`src/sv/bracket_nesting_checker_core_defines.svh`:
```
// Assertion macros for the bracket nesting checker.
`ifndef BRACKET_NESTING_CHECKER_CORE_DEFINES_SVH
`define BRACKET_NESTING_CHECKER_CORE_DEFINES_SVH

`ifndef SYNTHESIS
`define BNC_ASSERT_IMPL(label, clk, rst, a, b) \
  label: assert property (@(posedge clk) disable iff (rst) (a) |-> (b)) \
    else $error("bracket checker assertion failed");
`define BNC_ASSERT_NEXT(label, clk, rst, a, b) \
  label: assert property (@(posedge clk) disable iff (rst) (a) |=> (b)) \
    else $error("bracket checker assertion failed");
`else
`define BNC_ASSERT_IMPL(label, clk, rst, a, b)
`define BNC_ASSERT_NEXT(label, clk, rst, a, b)
`endif

`endif

```
`src/sv/bnc_pkg.sv`:
```
`timescale 1ns / 1ps
`default_nettype none
package bnc_pkg;

  localparam int STACK_DEPTH = 64;
  localparam int LEVEL_W     = $clog2(STACK_DEPTH + 1);

  localparam logic [7:0] CHAR_ROUND_OPEN   = 8'h28;
  localparam logic [7:0] CHAR_ROUND_CLOSE  = 8'h29;
  localparam logic [7:0] CHAR_SQUARE_OPEN  = 8'h5B;
  localparam logic [7:0] CHAR_SQUARE_CLOSE = 8'h5D;
  localparam logic [7:0] CHAR_CURLY_OPEN   = 8'h7B;
  localparam logic [7:0] CHAR_CURLY_CLOSE  = 8'h7D;

  typedef enum logic [1:0] {
    KIND_ROUND,
    KIND_SQUARE,
    KIND_CURLY,
    KIND_NONE
  } kind_t;

  typedef enum logic [1:0] {
    STATUS_BALANCED,
    STATUS_MISMATCH,
    STATUS_UNCLOSED,
    STATUS_OVERFLOW
  } status_t;

  typedef enum logic [1:0] {
    CELL_HOLD,
    CELL_PUSH,
    CELL_POP
  } cell_op_t;

  function automatic kind_t opener_kind(input logic [7:0] c);
    kind_t k;
    case (c)
      CHAR_ROUND_OPEN:  k = KIND_ROUND;
      CHAR_SQUARE_OPEN: k = KIND_SQUARE;
      CHAR_CURLY_OPEN:  k = KIND_CURLY;
      default:          k = KIND_NONE;
    endcase
    return k;
  endfunction

  function automatic kind_t closer_kind(input logic [7:0] c);
    kind_t k;
    case (c)
      CHAR_ROUND_CLOSE:  k = KIND_ROUND;
      CHAR_SQUARE_CLOSE: k = KIND_SQUARE;
      CHAR_CURLY_CLOSE:  k = KIND_CURLY;
      default:           k = KIND_NONE;
    endcase
    return k;
  endfunction

endpackage
`default_nettype wire

```
`src/sv/bnc_char_if.sv`:
```
`timescale 1ns / 1ps
`default_nettype none
interface bnc_char_if;
  logic       valid;
  logic       ready;
  logic [7:0] character;
  logic       last;

  modport source (output valid, output character, output last, input ready);
  modport sink (input valid, input character, input last, output ready);
endinterface
`default_nettype wire

```
`src/sv/bnc_status_if.sv`:
```
`timescale 1ns / 1ps
`default_nettype none
interface bnc_status_if;
  logic       valid;
  logic       ready;
  logic [1:0] status;

  modport source (output valid, output status, input ready);
  modport sink (input valid, input status, output ready);
endinterface
`default_nettype wire

```
`src/sv/bnc_cell.sv`:
```
`timescale 1ns / 1ps
`default_nettype none
module bnc_cell
  import bnc_pkg::*;
(
  input  wire logic clk,
  input  cell_op_t  op,
  input  kind_t     from_above,
  input  kind_t     from_below,
  output kind_t     kind
);

  always_ff @(posedge clk) begin
    case (op)
      CELL_PUSH: kind <= from_above;
      CELL_POP:  kind <= from_below;
      default:   kind <= kind;
    endcase
  end

endmodule
`default_nettype wire

```
`src/sv/bracket_nesting_checker_core.sv`:
```
// Bracket nesting checker.
// Channel chars (sink) carries one byte per transfer plus a last flag that
// ends a string. Channel result (source) carries one 2-bit status per string:
// 0 balanced, 1 mismatched or unexpected closer, 2 unclosed opener,
// 3 stack overflow. Bytes other than the six brackets are ignored.
// Throughput: one byte per cycle while the status output is not stalled. Each
// byte does at most one push or pop on a row of STACK_DEPTH shift cells; the
// top cell is compared directly, so the whole step is decided combinationally.
// The status enters the output register at the transfer of the last byte and is
// offered on result in the next cycle.
// The first error of a string latches; later bytes do nothing until the
// last byte, which reports it and clears level and error for the next string.
// Reset clears the level, the error and the output valid; cell contents are
// not cleared and are only read while the level counts them.
// When the receiver stalls, the status is held and chars.ready stays low for
// every byte until the status is taken; a byte may transfer in the same cycle
// as the status.
`timescale 1ns / 1ps
`default_nettype none
`include "bracket_nesting_checker_core_defines.svh"
module bracket_nesting_checker_core
  import bnc_pkg::*;
(
  input wire logic     clk,
  input wire logic     rst,
  bnc_char_if.sink     chars,
  bnc_status_if.source result
);

  kind_t              stack [STACK_DEPTH];
  cell_op_t           op;
  logic [LEVEL_W-1:0] level;
  logic [LEVEL_W-1:0] level_next;
  logic [LEVEL_W-1:0] level_step;
  status_t            err;
  status_t            err_next;
  status_t            err_step;
  status_t            status_next;
  logic               out_valid;
  logic [1:0]         out_status;
  logic               take;
  logic               take_last;
  kind_t              open_k;
  kind_t              close_k;

  assign chars.ready   = !out_valid || result.ready;
  assign take          = chars.valid && chars.ready;
  assign take_last     = take && chars.last;
  assign open_k        = opener_kind(chars.character);
  assign close_k       = closer_kind(chars.character);
  assign result.valid  = out_valid;
  assign result.status = out_status;

  for (genvar i = 0; i < STACK_DEPTH; i++) begin : g_cell
    kind_t above;
    kind_t below;
    if (i == 0) begin : g_top
      assign above = open_k;
    end else begin : g_mid
      assign above = stack[i-1];
    end
    if (i == STACK_DEPTH - 1) begin : g_bottom
      assign below = stack[i];
    end else begin : g_inner
      assign below = stack[i+1];
    end
    bnc_cell u_cell (
      .clk        (clk),
      .op         (op),
      .from_above (above),
      .from_below (below),
      .kind       (stack[i])
    );
  end

  always_comb begin
    op         = CELL_HOLD;
    level_step = level;
    err_step   = err;
    if (take && err == STATUS_BALANCED) begin
      if (open_k != KIND_NONE) begin
        if (level == LEVEL_W'(STACK_DEPTH)) begin
          err_step = STATUS_OVERFLOW;
        end else begin
          op         = CELL_PUSH;
          level_step = level + LEVEL_W'(1);
        end
      end else if (close_k != KIND_NONE) begin
        if (level == '0 || stack[0] != close_k) begin
          err_step = STATUS_MISMATCH;
        end else begin
          op         = CELL_POP;
          level_step = level - LEVEL_W'(1);
        end
      end
    end
  end

  always_comb begin
    if (err_step != STATUS_BALANCED) begin
      status_next = err_step;
    end else if (level_step != '0) begin
      status_next = STATUS_UNCLOSED;
    end else begin
      status_next = STATUS_BALANCED;
    end
    if (take_last) begin
      level_next = '0;
      err_next   = STATUS_BALANCED;
    end else begin
      level_next = level_step;
      err_next   = err_step;
    end
  end

  always_ff @(posedge clk) begin
    if (rst) begin
      level     <= '0;
      err       <= STATUS_BALANCED;
      out_valid <= 1'b0;
    end else begin
      level <= level_next;
      err   <= err_next;
      if (take_last) begin
        out_valid <= 1'b1;
      end else if (result.ready) begin
        out_valid <= 1'b0;
      end
    end
  end

  always_ff @(posedge clk) begin
    if (take_last) begin
      out_status <= status_next;
    end
  end

  `BNC_ASSERT_IMPL(a_level_range, clk, rst, 1'b1, level <= LEVEL_W'(STACK_DEPTH))
  `BNC_ASSERT_NEXT(a_last_gives_result, clk, rst, take_last, out_valid)
  `BNC_ASSERT_NEXT(a_last_clears, clk, rst, take_last, level == '0 && err == STATUS_BALANCED)
  `BNC_ASSERT_NEXT(a_error_latched, clk, rst, err != STATUS_BALANCED && !take_last, $stable(err))
  `BNC_ASSERT_NEXT(a_level_frozen, clk, rst, err != STATUS_BALANCED && !take_last, $stable(level))

endmodule
`default_nettype wire

```
`src/flat_wrapper.sv`:
```
// flat-port wrapper written by rule: the top's interface ports become plain ports
module bracket_nesting_checker_core_flat import bnc_pkg::*;
  (clk, rst, chars_valid, chars_character, chars_last, chars_ready, result_valid, result_status, result_ready);
  bnc_char_if chars_i ();
  bnc_status_if result_i ();
  input wire logic clk;
  input wire logic rst;
  input wire logic [$bits(chars_i.valid)-1:0] chars_valid;
  input wire logic [$bits(chars_i.character)-1:0] chars_character;
  input wire logic [$bits(chars_i.last)-1:0] chars_last;
  output wire logic [$bits(chars_i.ready)-1:0] chars_ready;
  output wire logic [$bits(result_i.valid)-1:0] result_valid;
  output wire logic [$bits(result_i.status)-1:0] result_status;
  input wire logic [$bits(result_i.ready)-1:0] result_ready;
  assign chars_i.valid = chars_valid;
  assign chars_i.character = chars_character;
  assign chars_i.last = chars_last;
  assign chars_ready = chars_i.ready;
  assign result_valid = result_i.valid;
  assign result_status = result_i.status;
  assign result_i.ready = result_ready;
  bracket_nesting_checker_core u_core (.clk(clk), .rst(rst), .chars(chars_i), .result(result_i));
endmodule
```
`config.mk`:
```
export PLATFORM = sky130hd
export DESIGN_NAME = bracket_nesting_checker_core_flat
export DESIGN_NICKNAME = d
export VERILOG_FILES = /design/src/sv/bnc_pkg.sv /design/src/sv/bnc_char_if.sv /design/src/sv/bnc_status_if.sv /design/src/sv/bnc_cell.sv /design/src/sv/bracket_nesting_checker_core.sv /design/src/flat_wrapper.sv
export VERILOG_INCLUDE_DIRS = /design/src /design/src/sv
export SDC_FILE = /design/constraint.sdc
export NUM_CORES = 1
export LEC_CHECK = 0
export BUFFER_PORTS_ARGS = -buffer_cell sky130_fd_sc_hd__buf_2
export CELL_PAD_IN_SITES_DETAIL_PLACEMENT = 1
export CELL_PAD_IN_SITES_GLOBAL_PLACEMENT = 1
export CORE_MARGIN = 10
export CORE_UTILIZATION = 45
export DETAILED_ROUTE_END_ITERATION = 7
export GPL_TIMING_DRIVEN = 0
export HOLD_SLACK_MARGIN = 0.06
export PLACE_DENSITY_LB_ADDON = 0.1
export SETUP_SLACK_MARGIN = 0.15
export SLEW_MARGIN = 20
export SYNTH_ARGS = -nofsm -noshare
export SYNTH_HDL_FRONTEND = slang
export SYNTH_SLANG_ARGS = --single-unit
```
`constraint.sdc`:
```
create_clock -name clk -period 4.4 [get_ports clk]
set_input_delay 0.22 -clock clk [delete_from_list [all_inputs] [get_ports clk]]
set_output_delay 0.22 -clock clk [all_outputs]
set_load 0.02 [all_outputs]
```
==> out/metrics.csv, run 1 <==
stage,metric,value,unit
cells_and_area,multi_input_area,0.00220,sq mm
floorplan,die_w,139,um
yosys,synth_top_flop_cell,edfxtp_1,
global_route,antenna_found_initial,0,
run,cap_violations,0,
setup_path,cp-startpoint,u_core.level[1],
floorplan,die_h,139,um
detailed_routing,vias_per_cell,5.44,
yosys,synth_cell_types,52,
yosys,syn_area,0.00642,sq mm
floorplan,io_pins,17,
clocking,ctsRootBufferMaster,clkbuf_16,
sta,hold_viol,0,
yosys,synth_edf_count,130,
outcome,outcome,"finished, final reports clean",
place,place_area,0.00682,sq mm
yosys,yosysSeqAreaShare,63.9,%
floorplan,core_area,0.0139,sq mm
sta,setup_viol,0,
power_and_ir_drop,p_leak,2.29,nW
clocking,ctsResizeCount,0,
sta,worst_pin_slew,0.713,ns
global_route,grt_pass1_vias,3735,
power_and_ir_drop,peakVddDrop,0.269,mV
yosys,synthesis.nets,426,
floorplan,start_util,46.1,%
floorplan,die_area,0.0194,sq mm
setup_path,regToRegSetupSlack,0.55,ns
detailed_routing,vias,3490,
detailed_routing,totalWireLength,11.4,mm
clocking,cts_made_buffers,17,
worst_hold_path,min_path_cells,3,
clocking,ctsHtreeMaxLevel,4,
floorplan,rows,43,
global_route,grtUsageTotal,12.1,%
setup_path,max_stage_delay,0.61,ns
yosys,synth_area_per_cell,15.7,sq um
sta,skew,0.00784,ns
worst_hold_path,hp-class,in -> reg,
detailed_routing,dr.pass1.iters,4,
sta,post-route-period-util,87.5,%
cells_and_area,fillerInstances,1341,
setup_path,crit_buf_inv,5,
cells_and_area,area.growth.synth_to_final,15.0,%
clocking,cts.clk_slew.worst_paths,0.06,ns
cells_and_area,final_nets,466,
setup_path,arrival,4.01,ns
detailed_routing,postRouteAntennaNets,0,
place,hpwl,7.73,mm
sta,fmax,0.260,GHz
cells_and_area,n_antenna_cell,0,
detailed_routing,drt_iter0_drc,152,
place,port_buffers,16,
detailed_routing,drc,0,
detailed_routing,avgRoutedWirePerCell,17.7,um
sta,slew_viol_final,0,
sta,rsz0062_at_grt,false,
yosys,ys_ff_latch,140,
setup_path,crit_slowest_cell,clkbuf_1,
global_route,grt_pass1_wl,19.2,mm
setup_path,worstPathRequired,4.56,ns
global_route,overflow,0,
clocking,cts_setup_buffers,0,
sta,slew_headroom,52.5,%
clocking,cts.sinks,140,
sta,min_period,3.85,ns
cells_and_area,seq_area,0.00410,sq mm
setup_path,path_delay_family,buffers and inverters,
place,place_congestion,0.772,
setup_path,r2r-start,u_core.level[1],
global_route,grt_max_degree,33,
setup_path,worstPathMaxFanout,10,
clocking,clock_latency,0.41,ns
yosys,postSynthCellCount,408,
yosys,ys.warnings.count,0,
yosys,async_flop_share,0,%
setup_path,critPathLaunchType,flop,
cells_and_area,final_cell_area,0.00738,sq mm
power_and_ir_drop,power,2.83,mW
power_and_ir_drop,power_density,384,mW/mm^2
clocking,cts_tree,done,
setup_path,reg2reg_depth,12,
cells_and_area,drive_above_1_share,40.1,%
clocking,cts_buffer_depth,2,
setup_path,cp-end-kind,flop,
setup_path,crit_chain,"inv_1, ha_1, or3b_4, nor4_1, nor3_1, nand2_1, inv_1, ha_1, clkbuf_1, clkbuf_1, buf_1, mux2_2",
setup_path,path_depth,12,
setup_path,endpoint,u_core.g_cell[4].u_cell.kind[0],
setup_path,critical_path_class,reg -> reg,
setup_path,r2r_end,u_core.g_cell[4].u_cell.kind[0],
[how the worst min path moves through the flow]
stage	startpoint	endpoint	slack (ns)
floorplan	rst	u_core.result.valid	0.29
global placement	rst	u_core.result.valid	0.43
detailed placement	rst	u_core.result.valid	0.44
CTS	chars_last	u_core.result.valid	0.14
global route	chars_last	u_core.result.valid	0.17
finish	chars_last	u_core.result.valid	0.17
[cell families (layout without fill, tap and decap cells)]
logic type,after synthesis,after routing,share of synthesized area [%]
adder cells (fa/ha/maj),5,5,0.974
buffers and inverters,30,83,1.75
AO/OA/AOI/OAI,32,32,3.68
AND/OR/NAND/NOR,70,70,6.88
multiplexers,128,128,22.4
flip-flops,140,140,63.9
XOR/XNOR,3,3,0.409
[timing repair]
item,CTS,global route
hold buffers,1,0
endpoints found under the setup margin,0,0
endpoints found under the hold margin,2,0
[cell type report]
cell class,instances,area share (%)
clock buffer,17,5.76
buffer,19,0.966
inverter,11,0.610
tap,180,3.05
clock inverter,15,1.78
sequential,140,55.6
timing repair buffer,21,2.41
multi-input combinational,238,29.9
[Yosys cell counts (2+ instances only)]
library cell  instances  area (sq um)
mux2i_1               3          30.0
mux2_2              125          1410
a2bb2oi_1             2          17.5
nor3_1                3          15.0
nand2b_1              3          18.8
o21ai_0               4          20.0
or2_2                 2          12.5
a22oi_1               2          15.0
dfxtp_1              10           200
nor2_1                9          33.8
nand3_1               9          45.0
xor2_1                2          17.5
a21oi_1               9          45.0
ha_1                  5          62.6
nor2b_1               3          18.8
or4_1                 2          15.0
clkbuf_1             16          60.1
o22ai_1               2          12.5
inv_1                11          41.3
and3_1                5          31.3
nor3b_1               3          22.5
and4b_1               2          20.0
buf_1                 3          11.3
and3_2                2          15.0
a31oi_1               2          12.5
edfxtp_1            130          3900
nor4_1                5          31.3
nand2_1               9          33.8
a311oi_1              2          17.5
[report_power, final]
part / internal (mW) / switching, mW / total, mW
logic: 0.0156 / 0.0229 / 0.0386
registers: 1.44 / 0.00184 / 1.44
clock network: 0.820 / 0.536 / 1.36
[routing by layer]
metal | global-route usage [%] | vias up | part of all wire [%] | wire length, um
li1 | - | 1678 | - | -
met1 | 14.6 | 1761 | 46 | 5240
met2 | 19.5 | 32 | 49 | 5600
met3 | 3.30 | 19 | 2.4 | 275
met4 | 5.82 | 0 | 2.1 | 244
met5 | 0 | - | 0 | 0
[flip-flops by register name (all words and copies together), names as in the netlist]
register	cells
u_core.err	2
u_core.result.valid	1
u_core.g_cell.u_cell.kind	128
u_core.result.status	2
u_core.level	7
[through the flow]
stage	setup TNS, ns	utilization, %	cells	setup WS [ns]	hold WS, ns
after floorplan	0	-	408	0.440	0.289
after global placement	-74.48	48.3	604	-0.594	0.426
after detailed placement	0	48.9	608	0.328	0.437
after CTS	0	53.0	641	0.470	0.144
after global routing	0	53.0	641	0.191	0.171
final	0	53.0	641	0.550	0.171
[cell usage in the layout, fill, tap and decap left out, drive strengths merged, types with 10 or more instances in the layout]
cell type,synthesis,routed
clkbuf,16,33
clkinv,0,10
dfxtp,10,10
edfxtp,130,130
inv,11,10
buf,3,23
mux2,125,125
[worst min-delay path, stage by stage]
cell	delay (ns)
buf_2	0.10
nand3_1	0.13
a21oi_1	0.08
Power figures use the tool's default switching activity.
==> run 2, diff against run 1 <==
CORE_UTILIZATION = 48   (was 45)
==> run 2 against run 1 <==
Against the previous run:
- die area shrank 5.4%
- global-route usage up 1.7 points
- via count is 0.43% lower
- critical endpoint is now u_core.g_cell[5].u_cell.kind[0]
- largest power group is now clock
==> out/metrics.csv, run 2 (synthesized netlist as in run 1, its figures left out) <==
stage,metric,value,unit,change
outcome,outcome,"finished, final reports clean",,unchanged
global_route,grtUsageTotal,13.8,%,was 12.1%
sta,setup_slack,0.575,ns,was 0.550 ns
sta,fmax,0.261,GHz,was 0.260 GHz
setup_path,cp-end-kind,flop,,unchanged
cells_and_area,regMostFlops,u_core.g_cell.u_cell.kind,,unchanged
clocking,ctsResizeCount,0,,unchanged
worst_hold_path,hold_start,chars_valid,,was chars_last
worst_hold_path,min_path_cells,3,,unchanged
cells_and_area,largest_reg_flops,128,,unchanged
sta,min_period,3.82,ns,was 3.85 ns
setup_path,critical_path_class,reg -> reg,,unchanged
sta,setup_viol,0,,unchanged
cells_and_area,top_regs,"u_core.g_cell.u_cell.kind (128), u_core.level (7)",,unchanged
detailed_routing,totalWireLength,12.1,mm,was 11.4 mm
power_and_ir_drop,combPwrFrac,1.3,%,was 1.4%
cells_and_area,final_cell_area,0.00743,sq mm,was 0.00738 sq mm
detailed_routing,dr.pass1.iters,5,,was 4
sta,post-route-period-util,86.9,%,was 87.5%
floorplan,start_util,48.7,%,was 46.1%
global_route,antenna_found_initial,0,,unchanged
floorplan,rows,42,,was 43
cells_and_area,drive_above_1_share,40.0,%,was 40.1%
cells_and_area,n_antenna_cell,0,,unchanged
setup_path,arrival,4.00,ns,was 4.01 ns
worst_hold_path,hp-class,in -> reg,,unchanged
global_route,grt_max_degree,38,,was 33
power_and_ir_drop,power_switching_share,18.8,%,was 19.8%
sta,slew_viol_final,0,,unchanged
power_and_ir_drop,p_leak,2.32,nW,was 2.29 nW
setup_path,worstPathRequired,4.58,ns,was 4.56 ns
place,dp_slack,0.407,ns,was 0.328 ns
floorplan,die_w,136,um,was 139 um
cells_and_area,stdcell_count,636,,was 641
detailed_routing,vias_per_cell,5.46,,was 5.44
clocking,cts_tree,done,,unchanged
place,hpwl,7.75,mm,was 7.73 mm
floorplan,die_area,0.0184,sq mm,was 0.0194 sq mm
sta,worst_pin_slew,0.651,ns,was 0.713 ns
setup_path,cp-startpoint,u_core.level[2],,was u_core.level[1]
power_and_ir_drop,intPower,2.45,mW,was 2.27 mW
detailed_routing,postRouteAntennaNets,0,,unchanged
setup_path,worstPathMaxFanout,10,,unchanged
detailed_routing,vias,3475,,was 3490
cells_and_area,area.growth.synth_to_final,15.6,%,was 15.0%
power_and_ir_drop,power,3.02,mW,was 2.83 mW
detailed_routing,drt_iter0_drc,226,,was 152
setup_path,reg2reg_depth,10,,was 12
cells_and_area,final_common_cell,edfxtp_1,,unchanged
clocking,ctsRootBufferMaster,clkbuf_16,,unchanged
sta,rsz0062_at_grt,false,,unchanged
clocking,ctsHtreeMaxLevel,4,,unchanged
sta,skew,0.00821,ns,was 0.00784 ns
place,place_congestion,0.841,,was 0.772
power_and_ir_drop,clockPowerShare,51.1,%,was 47.8%
sta,whs,0.158,ns,was 0.171 ns
place,place_inst,603,,was 608
setup_path,r2r_end,u_core.g_cell[5].u_cell.kind[0],,was u_core.g_cell[4].u_cell.kind[0]
floorplan,io_pins,17,,unchanged
sta,slew_headroom,56.6,%,was 52.5%
setup_path,regToRegSetupSlack,0.58,ns,was 0.55 ns
setup_path,r2r-start,u_core.level[2],,was u_core.level[1]
clocking,cts.clk_slew.worst_paths,0.06,ns,about the same
floorplan,die_h,136,um,was 139 um
clocking,clock_latency,0.42,ns,was 0.41 ns
floorplan,core_area,0.0132,sq mm,was 0.0139 sq mm
worst_hold_path,hold_path_end,u_core.result.valid,,unchanged
run,cap_violations,0,,unchanged
power_and_ir_drop,power_density,407,mW/mm^2,was 384 mW/mm^2
clocking,cts_buffer_depth,2,,unchanged
setup_path,critPathLaunchType,flop,,unchanged
power_and_ir_drop,peakVddDrop,0.285,mV,was 0.269 mV
detailed_routing,avgRoutedWirePerCell,19.0,um,was 17.7 um
sta,hold_viol,0,,unchanged
sta,tns,0,ns,unchanged
global_route,overflow,0,,unchanged
power_and_ir_drop,p_sw,0.570,mW,was 0.561 mW
place,port_buffers,16,,unchanged
power_and_ir_drop,seqPwrFrac,47.7,%,was 50.8%
global_route,grt_pass1_vias,3799,,was 3735
clocking,cts.sinks,140,,unchanged
global_route,grt_pass1_wl,19.8,mm,was 19.2 mm
cells_and_area,final_cell_mix,"130 x edfxtp_1, 125 x mux2_2, 18 x clkbuf_1, 17 x clkbuf_16, 16 x buf_2",,"was 130 x edfxtp_1, 125 x mux2_2, 17 x clkbuf_16, 16 x clkbuf_1, 16 x buf_2"
clocking,cts_made_buffers,17,,unchanged
cells_and_area,final_nets,465,,was 466
cells_and_area,postLayoutCoreUtil,56.3,%,was 53.0%
detailed_routing,drc,0,,unchanged
place,place_area,0.00679,sq mm,was 0.00682 sq mm
run 2: critical path: stages, from the launching register on:
cell and delay (ns):
dfxtp_1 0.29, clkbuf_1 0.23, nor3_1 0.40, and4b_2 0.37, nor2_1 0.11, nand2_1 0.13
ha_1 0.14, clkbuf_1 0.43, clkbuf_1 0.57, buf_1 0.49, mux2_2 0.40
run 2: worst max-delay path by stage:
stage                                           end  slack [ns]  cells past startpoint
floorplan           u_core.g_cell[0].u_cell.kind[0]        0.44                      9
global placement    u_core.g_cell[8].u_cell.kind[0]       -0.57                      8
detailed placement  u_core.g_cell[5].u_cell.kind[0]        0.41                     11
CTS                 u_core.g_cell[5].u_cell.kind[0]        0.54                     10
global route        u_core.g_cell[5].u_cell.kind[0]        0.24                     10
finish              u_core.g_cell[5].u_cell.kind[0]        0.58                     10
run 2: final cells by class:
| type | count | area, sq um |
|---|---|---|
| multi-input cells | 238 | 2200 |
| inverters | 11 | 45.0 |
| clock inverters | 13 | 198 |
| well taps | 176 | 220 |
| fillers | 1264 | 5760 |
| repair buffers | 20 | 150 |
| plain buffers | 19 | 71.3 |
| clock buffers | 19 | 433 |
| flip-flops and latches | 140 | 4100 |
run 2: routing by layer:
layer  part of all wire, %  vias up  GRT usage (%)
met5                     0        -              0
met4                   1.8        0           6.04
met3                   3.3       18           4.56
met2                    50       41           22.2
met1                    45     1741           16.6
li1                      -     1675              -
run 2: timing repair:
action,CTS,global route
setup buffers,0,0
hold buffers,1,0
endpoints found under the hold margin,2,0
run 2: power by group through the flow:
stage               Clock, mW  Combinational, mW  Sequential (mW)
floorplan                   0             0.0194             1.47
global placement            0             0.0359             1.47
detailed placement          0             0.0377             1.47
CTS                      1.58             0.0390             1.44
global route             1.64             0.0431             1.44
finish                   1.54             0.0388             1.44
